`src/rtl/core/ddo_pkg.sv`:
```
package ddo_pkg;

  localparam int ITER_W = 5;
  localparam int NB_W = 6;

  localparam logic [32:0] K_FULL = 33'd683565276;
  localparam logic [32:0] K_HALF = 33'd341782638;
  localparam logic signed [33:0] CORDIC_START = 34'sd652032875;

  typedef enum logic [1:0] {
    REG_RADIUS = 2'd0,
    REG_INV_SEP = 2'd1,
    REG_DB_OFFSET = 2'd2,
    REG_DB_WIDTH = 2'd3
  } reg_idx_t;

  typedef enum logic [3:0] {
    M_LIN, M_DV, M_ANG, M_RAD, M_DFULL, M_DHALF, M_VX, M_DX, M_VY, M_DY
  } mul_sel_t;

  typedef enum logic [2:0] {
    S_IDLE, S_MUL, S_WAIT, S_CORDIC_INIT, S_CORDIC, S_COMMIT
  } state_t;

  typedef struct packed {
    logic load;
    logic mul_start;
    logic capture;
    mul_sel_t sel;
    logic cordic_init;
    logic cordic_step;
    logic [ITER_W-1:0] iter;
    logic commit;
  } ddo_cmd_t;

  function automatic logic [31:0] atan_bam(input logic [ITER_W-1:0] i);
    logic [31:0] r;
    unique case (i)
      5'd0: r = 32'd536870912;
      5'd1: r = 32'd316933406;
      5'd2: r = 32'd167458907;
      5'd3: r = 32'd85004756;
      5'd4: r = 32'd42667331;
      5'd5: r = 32'd21354465;
      5'd6: r = 32'd10679838;
      5'd7: r = 32'd5340245;
      5'd8: r = 32'd2670163;
      5'd9: r = 32'd1335087;
      5'd10: r = 32'd667544;
      5'd11: r = 32'd333772;
      5'd12: r = 32'd166886;
      5'd13: r = 32'd83443;
      5'd14: r = 32'd41722;
      5'd15: r = 32'd20861;
      5'd16: r = 32'd10430;
      5'd17: r = 32'd5215;
      5'd18: r = 32'd2608;
      5'd19: r = 32'd1304;
      5'd20: r = 32'd652;
      5'd21: r = 32'd326;
      5'd22: r = 32'd163;
      5'd23: r = 32'd81;
      5'd24: r = 32'd41;
      5'd25: r = 32'd20;
      5'd26: r = 32'd10;
      5'd27: r = 32'd5;
      5'd28: r = 32'd3;
      5'd29: r = 32'd1;
      default: r = 32'd0;
    endcase
    return r;
  endfunction

endpackage

```
`src/rtl/core/ddo_mul.sv`:
```
module ddo_mul (
  input  logic clk,
  input  logic rst,
  input  logic start,
  input  logic [63:0] a,
  input  logic signed [32:0] b,
  input  logic [63:0] init,
  input  logic [ddo_pkg::NB_W-1:0] nbits,
  output logic [63:0] p,
  output logic done
);
  import ddo_pkg::*;

  logic [63:0] acc;
  logic [63:0] a_sh;
  logic signed [32:0] b_sh;
  logic [NB_W-1:0] cnt;
  logic busy;

  // bit-serial shift-add, last bit carries negative weight
  always_ff @(posedge clk) begin
    if (rst) begin
      busy <= 1'b0;
      done <= 1'b0;
      cnt <= '0;
    end else begin
      done <= busy && (cnt == NB_W'(1));
      if (start) begin
        busy <= 1'b1;
        cnt <= nbits;
      end else if (busy) begin
        cnt <= cnt - NB_W'(1);
        if (cnt == NB_W'(1)) busy <= 1'b0;
      end
    end
  end

  always_ff @(posedge clk) begin
    if (start) begin
      acc <= init;
      a_sh <= a;
      b_sh <= b;
    end else if (busy) begin
      if (b_sh[0]) begin
        if (cnt == NB_W'(1)) acc <= acc - a_sh;
        else acc <= acc + a_sh;
      end
      a_sh <= {a_sh[62:0], 1'b0};
      b_sh <= b_sh >>> 1;
    end
  end

  assign p = acc;

  a_start_idle: assert property (@(posedge clk) disable iff (rst) start |-> !busy)
    else $error("multiply started while busy");
  a_done_after_busy: assert property (@(posedge clk) disable iff (rst)
    done |-> !busy && $past(busy))
    else $error("done without a finished multiply");

endmodule

```
`src/rtl/core/ddo_datapath.sv`:
```
module ddo_datapath (
  input  logic clk,
  input  logic rst,
  input  ddo_pkg::ddo_cmd_t cmd,
  output logic mul_done,
  input  logic cfg_wen,
  input  logic [1:0] cfg_index,
  input  logic [23:0] cfg_data,
  input  logic signed [23:0] left_wheel_speed,
  input  logic signed [23:0] right_wheel_speed,
  input  logic [15:0] time_step,
  output logic signed [31:0] pose_x,
  output logic signed [31:0] pose_y,
  output logic signed [31:0] heading
);
  import ddo_pkg::*;

  logic [15:0] radius;
  logic [23:0] inv_sep;
  logic signed [16:0] db_offset;
  logic [15:0] db_width;

  logic signed [23:0] wl, wr;
  logic [15:0] dt;
  logic signed [24:0] lin;
  logic signed [25:0] dv;
  logic signed [33:0] ang;
  logic [63:0] rad;
  logic [31:0] dfull, dhalf;
  logic signed [33:0] cx, cy, cz;
  logic cneg;
  logic signed [43:0] vx, vy;
  logic signed [27:0] dx, dy;

  logic [63:0] mul_a, mul_init, mul_p;
  logic signed [32:0] mul_b;
  logic [NB_W-1:0] mul_nb;

  logic signed [24:0] sum_lr, dif_lr;
  logic signed [33:0] cneg_x, cneg_y;
  logic signed [32:0] c_val, s_val;

  // dead band
  function automatic logic signed [23:0] dband(input logic signed [23:0] w,
                                               input logic signed [16:0] off,
                                               input logic [15:0] wd);
    logic signed [25:0] d;
    logic signed [25:0] wds;
    d = {{2{w[23]}}, w} - {{9{off[16]}}, off};
    wds = {10'b0, wd};
    if (d < wds && d > -wds) return '0;
    return w;
  endfunction

  always_ff @(posedge clk) begin
    if (rst) begin
      radius <= 16'd5243;
      inv_sep <= 24'd136533;
      db_offset <= 17'sd7;
      db_width <= 16'd66;
    end else if (cfg_wen) begin
      unique case (reg_idx_t'(cfg_index))
        REG_RADIUS: radius <= cfg_data[15:0];
        REG_INV_SEP: inv_sep <= cfg_data;
        REG_DB_OFFSET: db_offset <= cfg_data[16:0];
        REG_DB_WIDTH: db_width <= cfg_data[15:0];
        default: ;
      endcase
    end
  end

  assign sum_lr = {wl[23], wl} + {wr[23], wr};
  assign dif_lr = {wr[23], wr} - {wl[23], wl};
  assign cneg_x = -cx;
  assign cneg_y = -cy;
  assign c_val = cneg ? cneg_x[32:0] : cx[32:0];
  assign s_val = cneg ? cneg_y[32:0] : cy[32:0];

  always_comb begin
    mul_a = '0;
    mul_b = '0;
    mul_init = '0;
    mul_nb = '0;
    unique case (cmd.sel)
      M_LIN: begin
        mul_a = {{39{sum_lr[24]}}, sum_lr};
        mul_b = {17'b0, radius};
        mul_init = 64'd1 << 16;
        mul_nb = NB_W'(17);
      end
      M_DV: begin
        mul_a = {{39{dif_lr[24]}}, dif_lr};
        mul_b = {17'b0, radius};
        mul_init = 64'd1 << 15;
        mul_nb = NB_W'(17);
      end
      M_ANG: begin
        mul_a = {{38{dv[25]}}, dv};
        mul_b = {9'b0, inv_sep};
        mul_init = 64'd1 << 15;
        mul_nb = NB_W'(25);
      end
      M_RAD: begin
        mul_a = {{30{ang[33]}}, ang};
        mul_b = {17'b0, dt};
        mul_init = '0;
        mul_nb = NB_W'(17);
      end
      M_DFULL: begin
        mul_a = rad;
        mul_b = K_FULL;
        mul_init = 64'd1 << 31;
        mul_nb = NB_W'(31);
      end
      M_DHALF: begin
        mul_a = rad;
        mul_b = K_HALF;
        mul_init = 64'd1 << 31;
        mul_nb = NB_W'(30);
      end
      M_VX: begin
        mul_a = {{39{lin[24]}}, lin};
        mul_b = c_val;
        mul_init = 64'd1 << 13;
        mul_nb = NB_W'(33);
      end
      M_DX: begin
        mul_a = {{20{vx[43]}}, vx};
        mul_b = {17'b0, dt};
        mul_init = 64'd1 << 31;
        mul_nb = NB_W'(17);
      end
      M_VY: begin
        mul_a = {{39{lin[24]}}, lin};
        mul_b = s_val;
        mul_init = 64'd1 << 13;
        mul_nb = NB_W'(33);
      end
      M_DY: begin
        mul_a = {{20{vy[43]}}, vy};
        mul_b = {17'b0, dt};
        mul_init = 64'd1 << 31;
        mul_nb = NB_W'(17);
      end
      default: ;
    endcase
  end

  ddo_mul u_mul (
    .clk(clk),
    .rst(rst),
    .start(cmd.mul_start),
    .a(mul_a),
    .b(mul_b),
    .init(mul_init),
    .nbits(mul_nb),
    .p(mul_p),
    .done(mul_done)
  );

  always_ff @(posedge clk) begin
    if (cmd.load) begin
      wl <= dband(left_wheel_speed, db_offset, db_width);
      wr <= dband(right_wheel_speed, db_offset, db_width);
      dt <= time_step;
    end
    if (cmd.capture) begin
      unique case (cmd.sel)
        M_LIN: lin <= mul_p[41:17];
        M_DV: dv <= mul_p[41:16];
        M_ANG: ang <= mul_p[49:16];
        M_RAD: rad <= mul_p;
        M_DFULL: dfull <= mul_p[63:32];
        M_DHALF: dhalf <= mul_p[63:32];
        M_VX: vx <= mul_p[57:14];
        M_DX: dx <= mul_p[59:32];
        M_VY: vy <= mul_p[57:14];
        M_DY: dy <= mul_p[59:32];
        default: ;
      endcase
    end
  end

  // cordic rotation
  logic signed [31:0] zmid;
  logic signed [33:0] zext, xs, ys, at;

  assign zmid = heading + dhalf;
  assign zext = {{2{zmid[31]}}, zmid};
  assign xs = cx >>> cmd.iter;
  assign ys = cy >>> cmd.iter;
  assign at = {2'b0, atan_bam(cmd.iter)};

  always_ff @(posedge clk) begin
    if (cmd.cordic_init) begin
      cx <= CORDIC_START;
      cy <= '0;
      if (zext > 34'sd1073741824) begin
        cz <= zext - 34'sd2147483648;
        cneg <= 1'b1;
      end else if (zext < -34'sd1073741824) begin
        cz <= zext + 34'sd2147483648;
        cneg <= 1'b1;
      end else begin
        cz <= zext;
        cneg <= 1'b0;
      end
    end else if (cmd.cordic_step) begin
      if (!cz[33]) begin
        cx <= cx - ys;
        cy <= cy + xs;
        cz <= cz - at;
      end else begin
        cx <= cx + ys;
        cy <= cy - xs;
        cz <= cz + at;
      end
    end
  end

  // pose update: x and y saturate, heading wraps
  function automatic logic signed [31:0] sat_add(input logic signed [31:0] p,
                                                 input logic signed [27:0] d);
    logic signed [32:0] v;
    v = {p[31], p} + {{5{d[27]}}, d};
    if (v[32] != v[31]) return v[32] ? 32'sh8000_0000 : 32'sh7fff_ffff;
    return v[31:0];
  endfunction

  always_ff @(posedge clk) begin
    if (rst) begin
      pose_x <= '0;
      pose_y <= '0;
      heading <= '0;
    end else if (cmd.commit) begin
      pose_x <= sat_add(pose_x, dx);
      pose_y <= sat_add(pose_y, dy);
      heading <= heading + dfull;
    end
  end

endmodule

```
`src/rtl/core/ddo_ctrl.sv`:
```
module ddo_ctrl #(
  parameter int TRIG_ITERATIONS = 16
) (
  input  logic clk,
  input  logic rst,
  input  logic in_valid,
  output logic in_stall,
  output logic out_valid,
  input  logic out_stall,
  input  logic mul_done,
  output ddo_pkg::ddo_cmd_t cmd
);
  import ddo_pkg::*;

  state_t state, state_next;
  mul_sel_t sel, sel_next;
  logic [ITER_W-1:0] iter, iter_next;
  logic out_valid_next;

  always_ff @(posedge clk) begin
    if (rst) begin
      state <= S_IDLE;
      sel <= M_LIN;
      iter <= '0;
      out_valid <= 1'b0;
    end else begin
      state <= state_next;
      sel <= sel_next;
      iter <= iter_next;
      out_valid <= out_valid_next;
    end
  end

  assign in_stall = (state != S_IDLE);

  always_comb begin
    state_next = state;
    sel_next = sel;
    iter_next = iter;
    out_valid_next = out_valid && out_stall;
    cmd = '0;
    cmd.sel = sel;
    cmd.iter = iter;
    unique case (state)
      S_IDLE: begin
        if (in_valid) begin
          cmd.load = 1'b1;
          sel_next = M_LIN;
          state_next = S_MUL;
        end
      end
      S_MUL: begin
        cmd.mul_start = 1'b1;
        state_next = S_WAIT;
      end
      S_WAIT: begin
        if (mul_done) begin
          cmd.capture = 1'b1;
          if (sel == M_DHALF) state_next = S_CORDIC_INIT;
          else if (sel == M_DY) state_next = S_COMMIT;
          else begin
            sel_next = mul_sel_t'(sel + 4'd1);
            state_next = S_MUL;
          end
        end
      end
      S_CORDIC_INIT: begin
        cmd.cordic_init = 1'b1;
        iter_next = '0;
        state_next = S_CORDIC;
      end
      S_CORDIC: begin
        cmd.cordic_step = 1'b1;
        iter_next = iter + ITER_W'(1);
        if (iter == ITER_W'(TRIG_ITERATIONS - 1)) begin
          sel_next = M_VX;
          state_next = S_MUL;
        end
      end
      S_COMMIT: begin
        if (!out_valid || !out_stall) begin
          cmd.commit = 1'b1;
          out_valid_next = 1'b1;
          state_next = S_IDLE;
        end
      end
      default: state_next = S_IDLE;
    endcase
  end

  a_accept_starts: assert property (@(posedge clk) disable iff (rst)
    (in_valid && !in_stall) |=> (state == S_MUL && sel == M_LIN))
    else $error("accepted request did not start the multiply chain");
  a_cordic_sel: assert property (@(posedge clk) disable iff (rst)
    cmd.cordic_step |-> (sel == M_DHALF))
    else $error("cordic step out of sequence");
  a_done_in_wait: assert property (@(posedge clk) disable iff (rst)
    mul_done |-> (state == S_WAIT))
    else $error("multiply finished outside wait");
  a_commit_free: assert property (@(posedge clk) disable iff (rst)
    (out_valid && out_stall) |=> !$past(cmd.commit))
    else $error("pose overwritten while result held");

endmodule

```
`src/rtl/core/diff_drive_odometry.sv`:
```
// Differential-drive odometry with midpoint pose integration. Each accepted
// request (wheel speeds and time step) produces one result with the updated
// pose. The next request can be taken in the same cycle as the result
// appears. The work is done by a single bit-serial multiplier, one operand
// bit per cycle over ten chained products, plus one CORDIC iteration per cycle.
// The input side is stalled while a request is in progress; a finished
// result is held in the output register while the next request is taken.
// Configuration registers must be written while the block is idle.
module diff_drive_odometry #(
  parameter int TRIG_ITERATIONS = 16
) (
  input  logic clk,
  input  logic rst,
  input  logic in_valid,
  output logic in_stall,
  input  logic signed [23:0] left_wheel_speed,
  input  logic signed [23:0] right_wheel_speed,
  input  logic [15:0] time_step,
  output logic out_valid,
  input  logic out_stall,
  output logic signed [31:0] pose_x,
  output logic signed [31:0] pose_y,
  output logic signed [31:0] heading,
  input  logic cfg_wen,
  input  logic [1:0] cfg_index,
  input  logic [23:0] cfg_data
);
  import ddo_pkg::*;

  ddo_cmd_t cmd;
  logic mul_done;

  ddo_ctrl #(
    .TRIG_ITERATIONS(TRIG_ITERATIONS)
  ) u_ctrl (
    .clk(clk),
    .rst(rst),
    .in_valid(in_valid),
    .in_stall(in_stall),
    .out_valid(out_valid),
    .out_stall(out_stall),
    .mul_done(mul_done),
    .cmd(cmd)
  );

  ddo_datapath u_dp (
    .clk(clk),
    .rst(rst),
    .cmd(cmd),
    .mul_done(mul_done),
    .cfg_wen(cfg_wen),
    .cfg_index(cfg_index),
    .cfg_data(cfg_data),
    .left_wheel_speed(left_wheel_speed),
    .right_wheel_speed(right_wheel_speed),
    .time_step(time_step),
    .pose_x(pose_x),
    .pose_y(pose_y),
    .heading(heading)
  );

endmodule
```
`config.mk`:
```
export PLATFORM = sky130hd
export DESIGN_NAME = diff_drive_odometry
export DESIGN_NICKNAME = d
export VERILOG_FILES = /design/src/rtl/core/ddo_pkg.sv /design/src/rtl/core/ddo_mul.sv /design/src/rtl/core/ddo_datapath.sv /design/src/rtl/core/ddo_ctrl.sv /design/src/rtl/core/diff_drive_odometry.sv
export SDC_FILE = /design/constraint.sdc
export NUM_CORES = 2
export LEC_CHECK = 0
export ABC_AREA = 1
export ABC_CLOCK_PERIOD_IN_PS = 5700
export BUFFER_PORTS_ARGS = -buffer_cell sky130_fd_sc_hd__buf_2
export CORE_UTILIZATION = 42
export CTS_CLUSTER_SIZE = 16
export DETAILED_ROUTE_END_ITERATION = 6
export GPL_ROUTABILITY_DRIVEN = 0
export PLACE_DENSITY = 0.67
export REMOVE_ABC_BUFFERS = 1
export SLEW_MARGIN = 10
export SYNTH_ARGS = -nofsm -noshare
export SYNTH_HDL_FRONTEND = slang
export SYNTH_SLANG_ARGS = --single-unit
```
`constraint.sdc`:
```
create_clock -name clk -period 5.7 [get_ports clk]
set_input_delay 1.14 -clock clk [delete_from_list [all_inputs] [get_ports clk]]
set_output_delay 1.14 -clock clk [all_outputs]
set_load 0.05 [all_outputs]
```
[Yosys cells after proc, flatten, opt, wreduce, memory -nomap -nowiden]
Memories as Yosys holds them, arrays and structs flattened. A register that Yosys moved wholly into a read port is not among the register bits.
Index checks and enable logic that the tools add are counted.
Operators by class
  mux-type cells: 74
  magnitude comparators: 6
  equal/unequal tests: 27
  add/subtract/negate cells: 24
  shifts and indexed selects: 2
  reductions and logical operators: 40
Operators by type and width (count)
  one-hot mux 64 bit (8 select lines): 1
  two-way mux 64 bit: 6
  two-way mux 34 bit: 7
  one-hot mux 33 bit (7 select lines): 1
  two-way mux 32 bit: 7
  one-hot mux 32 bit (4 select lines): 1
  two-way mux 33 bit: 3
  two-way mux 24 bit: 4
  adder 34 bit: 2
  >>> shifter 34 x 5 -> 34 bit: 2
  subtractor 34 bit: 2
  adder 32 x 28 -> 33 bit: 2
  negator 33 bit: 2
  adder 32 bit: 2
  adder 64 bit: 1
  subtractor 64 bit: 1
  greater-than comparator 26 bit: 2
  less-than comparator 26 x 17 -> 1 bit: 2
  subtractor 24 x 17 -> 25 bit: 2
  adder 32 x 33 -> 34 bit (second input constant): 1
  adder 34 x 33 -> 34 bit: 1
  subtractor 32 x 33 -> 34 bit (second input constant): 1
  subtractor 34 x 33 -> 34 bit: 1
  greater-than comparator 32 bit (second input constant): 1
  other kinds (45): 118
Word-level totals
  word-level logic and storage cells: 209
  ROM bits: 960
  memories kept: 1
  register bits after elaboration: 875
  output and inout port bits: 98
Memories
  (name not given): depth 32, width 30, read ports 1, clocked after memory_dff 1, write ports 0, RTL line ddo_pkg.sv:38  | unique case (i)

[Logic depth before layout (Yosys ltp)]
  depth in word-level cells: 7
  mapped depth: 38

[Cells and area by module]
From an unflattened synthesis, not the netlist that was laid out.
Unflattened totals
  cell total of the unflattened synthesis: 9590
  area total of the unflattened synthesis: 68509.5 µm²
By module, submodules not included
  ddo_datapath: cells an instance 7107, times used 1, area each 52715.6 µm²
  ddo_mul: cells an instance 2364, times used 1, area each 14993.1 µm²
  ddo_ctrl: cells an instance 119, times used 1, area each 800.8 µm²

[Worst setup path after synthesis]
Ideal clock, no wire load.
  kind: input -> register
  from: in right_wheel_speed[0]
  to: reg u_dp.wr[15], data pin
  arrival: 4.341 ns
  library setup time: 0.269 ns
  path slack: 1.090 ns
  data required time: 5.431 ns
  buffers on the path: 1
  stages: 21
  path through: inv_1 -> ha_1 -> fa_1 -> inv_1 -> a21oi_1 -> o21ai_1 -> nand3_1 -> o2111ai_1 -> xor2_1 -> inv_1 -> ha_1 -> nand2_1 -> inv_1 -> nand3_1 -> nor3_1 -> and3_1 -> a221oi_1 -> xnor2_1 -> a21oi_1 -> clkbuf_1 -> a21boi_0
Between the ends
  word-level cells in the longest chain between the ends: 6
RTL lines
  from (decl): RTL line diff_drive_odometry.sv:17  | input logic signed [23:0] right_wheel_speed,
  subtractor 24 x 17 -> 25 bit *: RTL line ddo_datapath.sv:49  | d = {{2{w[23]}}, w} - {{9{off[16]}}, off};
  less-than comparator 26 x 17 -> 1 bit / greater-than comparator 26 bit (equally long branches): RTL line ddo_datapath.sv:51  | if (d < wds && d > -wds) return '0;
  logical AND 1 bit *: RTL line ddo_datapath.sv:51
  two-way mux 1 bit *: RTL line ddo_datapath.sv:51
  two-way mux 1 bit *: RTL line ddo_datapath.sv:162  | if (cmd.load) begin
  two-way mux 24 bit *: RTL line ddo_datapath.sv:52  | return w;
  to (signal assigned): RTL line ddo_datapath.sv:164  | wr <= dband(right_wheel_speed, db_offset, db_width);
  to (decl): RTL line ddo_datapath.sv:23  | logic signed [23:0] wl, wr;
Mark *: on every way between the ends. The rest lies on a longest branch, timed or not. The select of a mux whose other input is x is not followed.
A chain may end at the register's enable or synchronous reset.

[Worst setup path in the final report]
  from: reg u_ctrl.iter[0]
  to: reg u_dp.cx[26]
Between the ends
  word-level cells in the longest chain between the ends: 3
RTL lines
  from (decl): RTL line ddo_ctrl.sv:17  | logic [ITER_W-1:0] iter, iter_next;
  from (signal assigned): RTL line ddo_ctrl.sv:29  | iter <= iter_next;
  >>> shifter 34 x 5 -> 34 bit *: RTL line ddo_datapath.sv:191  | assign ys = cy >>> cmd.iter;
  subtractor 34 bit / adder 34 bit (equally long branches): RTL line ddo_datapath.sv:210, ddo_datapath.sv:214
  two-way mux 34 bit *: RTL line ddo_datapath.sv:209  | if (!cz[33]) begin
  to (signal assigned): RTL line ddo_datapath.sv:210  | cx <= cx - ys;
  to (signal assigned): RTL line ddo_datapath.sv:214  | cx <= cx + ys;
  to (decl): RTL line ddo_datapath.sv:30  | logic signed [33:0] cx, cy, cz;
Mark *: on every way between the ends. The rest lies on a longest branch, timed or not.

==> impl_metrics.py <==
metrics = {
    "grt": {
        "grt_pass1_vias": 59200,
        "antenna_found_initial": 14,
        "grtUsageTotal_pct": 26.4,
        "overflow": 0,
        "grt_pass1_wl_mm": 337,
        "grt_max_degree": 105,
    },
    "timing": {
        "finalHoldViolations": 0,
        "finalWorstPathRequiredPeriod_ns": 5.18,
        "setup-violations-final": 0,
        "rsz0062_at_grt": "false",
        "slew_violations": 0,
        "skew_ns": 0.0514,
        "fin_crit_sh_pct": 90.9,
        "fmax_mhz": 193,
        "relSlewSlack_pct": 16.9,
        "worstMarginPinSlew_ns": 1.24,
    },
    "yosys": {
        "yosysUniqueCellTypes": 68,
        "synth_top_family_by_area": "simple AND/OR/NAND/NOR gates",
        "synth_mux_area_share_pct": 0,
        "ys.flop_type": "edfxtp_1",
        "synth_compound_area_share_pct": 18.4,
        "synth_xor_area_share_pct": 4.73,
        "synth_adder_area_share_pct": 9.51,
        "synth_edf_count": 617,
        "async_flop_share_pct": 0,
        "ys.warnings.count": 0,
        "syn_inst": 8897,
        "seq_area_frac_synth_pct": 36.4,
        "synth-simple-area-share_pct": 23.1,
        "synth-seq-cells": 905,
        "syn-cell-area_sq_um": 66700,
        "avgSynthCellArea_sq_um": 7.50,
    },
    "power_and_ir_drop": {
        "power_switching_mw": 25.5,
        "swShare_pct": 51.7,
        "comb_power_share_pct": 60.9,
        "power_leakage_nw": 32.8,
        "p_int_mw": 23.9,
        "seqPwrFrac_pct": 25.0,
        "total_power_mw": 49.3,
        "p_per_area_nw_per_um2": 672,
        "clkPwrFrac_pct": 14.0,
        "peakVddDrop_mv": 0.402,
    },
    "clock_network": {
        "post-cts-setup-buffers": 0,
        "cts-root-buf": "clkbuf_16",
        "clkTransAtPathRegs_ns": 0.06,
        "cts_buffers": 101,
        "h-tree-depth": 3,
        "clk_path_buf_depth": 3,
        "clk_latency_ns": 0.75,
        "tritoncts": "yes",
        "cts_resized": 0,
        "cts_sinks": 905,
        "hold_buffers": 0,
    },
    "floorplan": {
        "coreArea_sq_um": 157000,
        "dieArea_sq_um": 160000,
        "die_w_microns": 401,
        "fp-row-count": 145,
        "start_util_pct": 42.5,
        "ios": 193,
        "fp.dieH_microns": 401,
    },
    "cells_and_area": {
        "syn2layout_area_growth_pct": 10.0,
        "fin_area_sq_um": 73400,
        "final_common_cell": "nand2_1",
        "final_cells": 11100,
        "drive_gt1_share_pct": 6.49,
        "final_cell_mix": "nand2_1 (1,715), inv_1 (1,041), a21oi_1 (854)",
        "nets": 9581,
        "fin_util_pct": 46.8,
    },
    "setup_path": {
        "critical_path_class": "reg2reg",
        "path_max_fanout": 67,
        "endpoint_kind": "flip-flop",
        "startpoint_type": "flip-flop",
        "required_ns": 6.38,
        "worstPathArrival_ns": 5.86,
    },
    "drt": {
        "dr.pass1.iters": 6,
        "dr_total_vias": 64400,
        "drc_errors": 0,
        "post_drt_wl_per_cell_microns": 19.9,
        "routed_wl_mm": 221,
        "vias_per_cell": 5.78,
        "ant_nets": 0,
        "drtIter0Drc": 6623,
    },
    "placement": {
        "dpl_cell_area_sq_um": 69800,
        "dp_cells": 10900,
        "placement.io_buffers": 192,
        "hpwl_mm": 166,
    },
    "run_status": {
        "status": "finished clean",
    },
    "job": {
        "cap_violations": 0,
    },
    "min_path": {
        "hp-class": "reg2reg",
    },
}
==> flip-flops by register name, summed over array words and instances, names as in the netlist, 33 cells and up <==
register and count:
u_dp.vy 44, u_dp.cx 34, u_dp.ang 34, u_dp.u_mul.b_sh 33, u_dp.rad 64, u_dp.vx 44
u_dp.u_mul.p 64, u_dp.cy 34, u_dp.u_mul.a_sh 64, u_dp.cz 34
==> through the flow <==
| stage | setup WS (ns) | setup TNS [ns] | hold slack, ns |
|---|---|---|---|
| after floorplan | -6.12 | -1332.00 | 0.426 |
| after global placement | 0.451 | 0 | 0.439 |
| after detailed placement | 0.404 | 0 | 0.443 |
| after CTS | 0.504 | 0 | 0.454 |
| after global routing | 0.0599 | 0 | 0.478 |
| final | 0.520 | 0 | 0.451 |
==> critical path: stages (launching register included) <==
cell	delay, ns
dfxtp_2	0.34
inv_4	0.51
nand2_1	0.20
nand3_1	0.14
nand3_1	0.10
nand3_1	0.11
nand3_1	0.13
nand2_1	0.17
inv_1	0.07
ha_1	0.21
nand4_1	0.18
nand2_1	0.09
xor2_1	0.16
inv_1	0.06
ha_1	0.35
nand2_1	0.07
a21oi_1	0.16
nor2_1	0.07
o21ai_1	0.34
a21oi_1	0.18
o21ai_1	0.41
a21oi_1	0.21
o21ai_1	0.31
nand2_1	0.08
nand2_1	0.09
xor2_1	0.14
nand2_1	0.06
nand2_1	0.07
==> power groups by stage <==
stage                     logic, mW  registers (mW)  clock network, mW
after floorplan                21.7            11.4                  0
after global routing           33.6            12.4               7.25
after detailed placement       29.3            12.4                  0
final                          30.1            12.4               6.92
after CTS                      29.5            12.3               7.01
after global placement         28.8            12.4                  0
==> per-layer routing <==
metal | GRT usage (%) | vias up | routed length (microns)
li1 | - | 30800 | -
met1 | 35.3 | 29900 | 92300
met2 | 41.3 | 3154 | 96800
met3 | 4.30 | 572 | 20000
met4 | 13.2 | 12 | 12300
met5 | 0 | - | 75
==> Yosys cell counts (40+ instances only) <==
library cell / instances / area, sq um
nand2_1: 1718 / 6450
nand3_1: 695 / 3480
nor3_1: 128 / 641
buf_2: 61 / 305
or2_2: 40 / 250
xnor2_1: 111 / 972
xor2_1: 249 / 2180
ha_1: 488 / 6110
a21oi_1: 854 / 4270
o21ai_0: 688 / 3440
a221oi_1: 46 / 403
inv_1: 1046 / 3930
a22oi_1: 46 / 345
nor2_1: 838 / 3150
a21boi_0: 72 / 541
nor4_1: 49 / 307
nand4_1: 75 / 469
o21a_1: 55 / 413
edfxtp_1: 617 / 18500
clkbuf_1: 181 / 679
a31oi_1: 98 / 613
dfxtp_1: 288 / 5770
==> final timing paths <==
path,start,endpoint,cells after the start,slack [ns]
max reg2reg,u_ctrl.iter[0],u_dp.cx[26],27,0.52
max,u_ctrl.iter[0],u_dp.cx[26],27,0.52
min reg2reg,u_dp.inv_sep[5],u_dp.inv_sep[5],2,0.45
min,u_dp.inv_sep[5],u_dp.inv_sep[5],2,0.45
==> final cells by class <==
cell class / instances / area (sq um)
Sequential cell: 905 / 24300
Inverter: 1066 / 4010
Tap cell: 2058 / 2570
Multi-Input combinational cell: 6642 / 37400
Fill cell: 15300 / 83600
Clock buffer: 138 / 2840
Clock inverter: 52 / 681
Antenna cell: 5 / 12.5
Timing Repair Buffer: 270 / 1600
==> cell families (layout without fill, tap and decap cells) <==
kind of cell / after synthesis / in the layout
simple gates: 3628 / 3628
fa+ha+maj: 500 / 500
xor+xnor: 360 / 360
other cells: 0 / 5
compound gates: 2154 / 2154
flops: 905 / 905
buf+inv: 1350 / 1526
Note: power is estimated with default switching activity, not from simulation.
